<file path="config.mk">
export PLATFORM = sky130hd
export DESIGN_NAME = obla_ram
export DESIGN_NICKNAME = d
export VERILOG_FILES = /design/src/obla_ram.sv
export SDC_FILE = /design/constraint.sdc
export NUM_CORES = 1
export LEC_CHECK = 0
export BUFFER_PORTS_ARGS = -buffer_cell sky130_fd_sc_hd__buf_2
export CAP_MARGIN = 15
export CORE_MARGIN = 4
export CORE_UTILIZATION = 60
export CTS_CLUSTER_SIZE = 14
export DETAILED_ROUTE_END_ITERATION = 6
export PLACE_DENSITY = 0.78
export SYNTH_ARGS = -nofsm -noshare
export SYNTH_HDL_FRONTEND = slang
export SYNTH_SLANG_ARGS = --single-unit
</file>
<file path="constraint.sdc">
create_clock -name clk -period 2 [get_ports clk]
set_clock_uncertainty 0.15 [all_clocks]
set_input_delay 0.1 -clock clk [delete_from_list [all_inputs] [get_ports clk]]
set_output_delay 0.1 -clock clk [all_outputs]
set_load 0.01 [all_outputs]
</file>
<file path="src/obla_ram.sv">
module obla_ram #(
  parameter int WIDTH = 8,
  parameter int DEPTH = 16
) (
  input  logic                                     clk,
  input  logic                                     we,
  input  logic [(DEPTH > 1 ? $clog2(DEPTH) : 1)-1:0] waddr,
  input  logic [WIDTH-1:0]                         wdata,
  input  logic [(DEPTH > 1 ? $clog2(DEPTH) : 1)-1:0] raddr,
  output logic [WIDTH-1:0]                         rdata
);

  logic [WIDTH-1:0] mem [DEPTH];

  always_ff @(posedge clk) begin
    if (we) begin
      mem[waddr] <= wdata;
    end
    rdata <= mem[raddr];
  end

endmodule

</file>
### Word-level counts from Yosys, hierarchy flattened

Memory sizes are Yosys's and may differ from the RTL's. A register that Yosys moved wholly into a read port is not among the register bits.
Cells that the tools add are included.

* bits in registers: 0
* RAM bits: 128
* bits of input ports: 18
* output and inout port bits: 8
* logic and storage cells: 3
* memories kept: 1

Memories
* mem: words 16, bits a word 8, rd ports 1, clocked after memory_dff 1, write ports 1, line 13 `logic [WIDTH-1:0] mem [DEPTH];`

* mux-type cells: 2

Operators with widths (number)
* 2-to-1 mux 1 bit: 2

### Depth between registers and ports, before layout

* word-level depth: 2
* mapped depth: 5
* mapped depth without buffers: 3

### Worst setup path before layout

OpenSTA, ideal clock, no wires.

* path kind: input-to-reg
* from: input port waddr[2] in the netlist's numbering
* to: memory mem[0][0] (enable)
* setup time: 0.383 ns
* arrival time: 1.210 ns
* required time: 1.467 ns
* slack: 0.257 ns
* stages: 2
* path buffers: 0
* cells stage by stage: or3b_2 nor3_1

RTL lines
* start: declaration: line 7 `input logic [(DEPTH > 1 ? $clog2(DEPTH) : 1)-1:0] waddr,`
* end: declaration: line 13

No word-level cell before the write port.

### Worst setup path after layout

* from: input port waddr[1] in the netlist's numbering
* to: memory mem[4][7] (enable)

No word-level cell before the write port.

==> flow_metrics.env <==
export IMPL_outcome="complete, no violations"
export IMPL_hold_class="in2reg"
export IMPL_use_met1_pct=30.16
export IMPL_grt_use_total_pct=21.64
export IMPL_synth_top_area_share_pct=74.67
export IMPL_place_congestion=0.7430
export IMPL_postLayoutCellArea_um2=6147
export IMPL_tns_ns=0
export IMPL_worst_pin_slew_ns=0.7525
export IMPL_io_buffers=25
export IMPL_p_total_mw=6.364
export IMPL_diodes=0
export IMPL_wirelength_um=9922
export IMPL_slowest_stage="dlygate4sd3_1"
export IMPL_ys_seq_elements=136
export IMPL_start_util_pct=62.02
export IMPL_synthCells=229
export IMPL_finalSetupViolations=0
export IMPL_fin_crit_sh_pct=83.00
export IMPL_clockRootBuffer="clkbuf_8"
export IMPL_fmax_mhz=602.4
export IMPL_cts_setup_buffers=0
export IMPL_grt_max_degree=33
export IMPL_dieArea_um2=10130
export IMPL_syn_nets=247
export IMPL_ys_seq_area_share_pct=77.78
export IMPL_dieWidth_um=100.6
export IMPL_antenna_found_initial=0
export IMPL_wl_per_cell_um=24.08
export IMPL_cts_htree_levels=4
export IMPL_cts_buffer_depth=2
export IMPL_crit_path_frequent_cell="dlygate4sd3_1"
export IMPL_post_synth_cell_area_avg_um2=22.48
export IMPL_crit_path_start_kind="primary input"
export IMPL_post_cts_resized=0
export IMPL_seqCellArea_um2=4004
export IMPL_synth_distinct_cells=19
export IMPL_finalHoldViolCount=0
export IMPL_critPathMaxStageDelay_ns=0.57
export IMPL_worstPathRequired_ns=2.06
export IMPL_crit_type="in2reg"
export IMPL_cp_max_fo=8
export IMPL_grt_pass1_vias=2606
export IMPL_drtAntennaViolNets=0
export IMPL_yosys_area_top_type="edfxtp_1"
export IMPL_layout_nets=312
export IMPL_drt_pass1_iterations=4
export IMPL_powerDensity_nw_per_um2=1035
export IMPL_rsz0062_at_grt="no"
export IMPL_ys_top_cells_by_area="edfxtp_1 75%, mux4_2 7.9%, mux4_1 7.1%, dfxtp_1 3.1%, a22oi_1 2.3%"
export IMPL_ir_drop_v=0.0006838
export IMPL_period_needed_ns=1.660
export IMPL_area_growth_pct=19.42
export IMPL_cts_made_buffers=17
export IMPL_nFillCells=447
export IMPL_cts_clk_slew_worst_paths_ns=0.06
export IMPL_grt_busiest_layer="met2"
export IMPL_hold_ws_ns=0.04075
export IMPL_cts_sinks=136
export IMPL_grt_pass1_wl_um=15410
export IMPL_critPathCaptureType="flip-flop"
export IMPL_arrival_ns=1.72
export IMPL_grt_met3_usage_pct=5.536
export IMPL_met2_usage_pct=34.23
export IMPL_avgViaCountPerCell=6.097
export IMPL_drv_cap=0
export IMPL_yosysWarnings=0
export IMPL_core_region_area_um2=8299
export IMPL_p_leak_nw=2.110
export IMPL_netlist_area_um2=5147
export IMPL_cts_tree="yes"
export IMPL_drt_initial_drc_count=266
export IMPL_io_pins=26
export IMPL_slew_headroom_pct=49.65
export IMPL_placed_area_um2=5480
export IMPL_multi_input_area_um2=1057
export IMPL_crit_chain="dlygate4sd3_1 > buf_2 > nor3_1 > dlygate4sd3_1 > buf_4"
export IMPL_drc=0
export IMPL_vias=2512
export IMPL_clk_latency_ns=0.51
export IMPL_final_max_slew_viol_count=0
export IMPL_dp_hpwl_um=6019
export IMPL_rows=33
export IMPL_grt_overflow_total=0
export IMPL_die_y_um=100.6
export IMPL_final_layout_size_suffix_gt1_share_pct=30.94
-- layer usage --
metal	vias up	wire (um)
li1	1101	-
met1	1279	4012
met2	118	5015
met3	14	782
met4	0	112
met5	-	0
-- Yosys cell counts --
master,number
mux4_1,14
nand3b_1,2
and2_1,1
buf_2,3
buf_6,3
nand2b_1,2
nand3_1,1
nand2_1,9
a22oi_1,16
mux4_2,18
edfxtp_1,128
nor3_1,4
nor2b_1,1
nor2_1,13
or3b_2,1
buf_4,1
and2b_1,1
dfxtp_1,8
clkdlybuf4s25_2,3
-- cell usage in the layout, fill, tap and decap left out --
cell / count
and2b_1: 1
dfxtp_1: 8
or3b_2: 1
nand2b_1: 2
and2_1: 1
clkbuf_16: 16
mux4_2: 18
clkinv_4: 5
nor3_1: 4
clkinvlp_4: 5
bufinv_16: 1
mux4_1: 14
buf_4: 19
nor2_1: 13
edfxtp_1: 128
dlygate4sd3_1: 11
clkbuf_8: 2
nand2_1: 9
inv_6: 1
a22oi_1: 16
nand3_1: 1
nand3b_1: 2
buf_2: 25
buf_12: 1
nor2b_1: 1
clkbuf_1: 1
clkinv_2: 1
-- metrics by stage --
step,worst slack [ns],std cells,util [%]
global route,0.2359,412,74.07
CTS,0.3706,412,74.07
global placement,0.2846,369,66.03
finish,0.3400,412,74.07
detailed placement,0.2615,369,66.03
floorplan,0.2571,229,-
-- worst paths after layout --
path	start	endpoint	slack, ns	cells past startpoint
min	raddr[3]	rdata[0]$_DFF_P_	0.04	4
max reg2reg	mem[5][2]$_DFFE_PP_	rdata[2]$_DFF_P_	0.44	3
min reg2reg	mem[15][5]$_DFFE_PP_	rdata[5]$_DFF_P_	0.53	3
max	waddr[1]	mem[4][7]$_DFFE_PP_	0.34	5
-- power by group --
group	switching [mW]	leakage, nW	internal [mW]
clock network	1.16	0.257	1.69
logic	0.172	0.629	0.140
registers	0.0209	1.22	3.19
-- logic make-up (layout without fill, tap and decap cells) --
logic type             Yosys count  count (layout)  synth area share, %
flip-flops                     136             136                77.78
buffers and inverters           10              88                1.677
AO/OA/AOI/OAI                   16              16                2.334
multiplexers                    32              32                15.02
AND/OR/NAND/NOR                 35              35                3.184
-- registers in the layout, indices dropped and copies added (netlist names) --
| register | cells |
|---|---|
| mem | 128 |
| rdata | 8 |
-- layout make-up --
type                    instances  area share [%]
flip-flops and latches        136           65.13
well taps                     105           2.137
repair buffers                 56           6.473
multi-input cells              83           17.20
clock inverters                13           2.035
clock buffers                  19           7.022
-- timing repair --
item | 4_1_cts | 5_1_grt
endpoints found under the setup margin | 0 | 0
endpoints found under the hold margin | 152 | 0
hold buffers | 11 | 0
-- critical path: cells and delay by family --
kind	cells	cell delay [ns]
buffers and inverters	4	1.46
and+or+nand+nor	1	0.17
No activity file was read; power rests on OpenSTA's default activity.
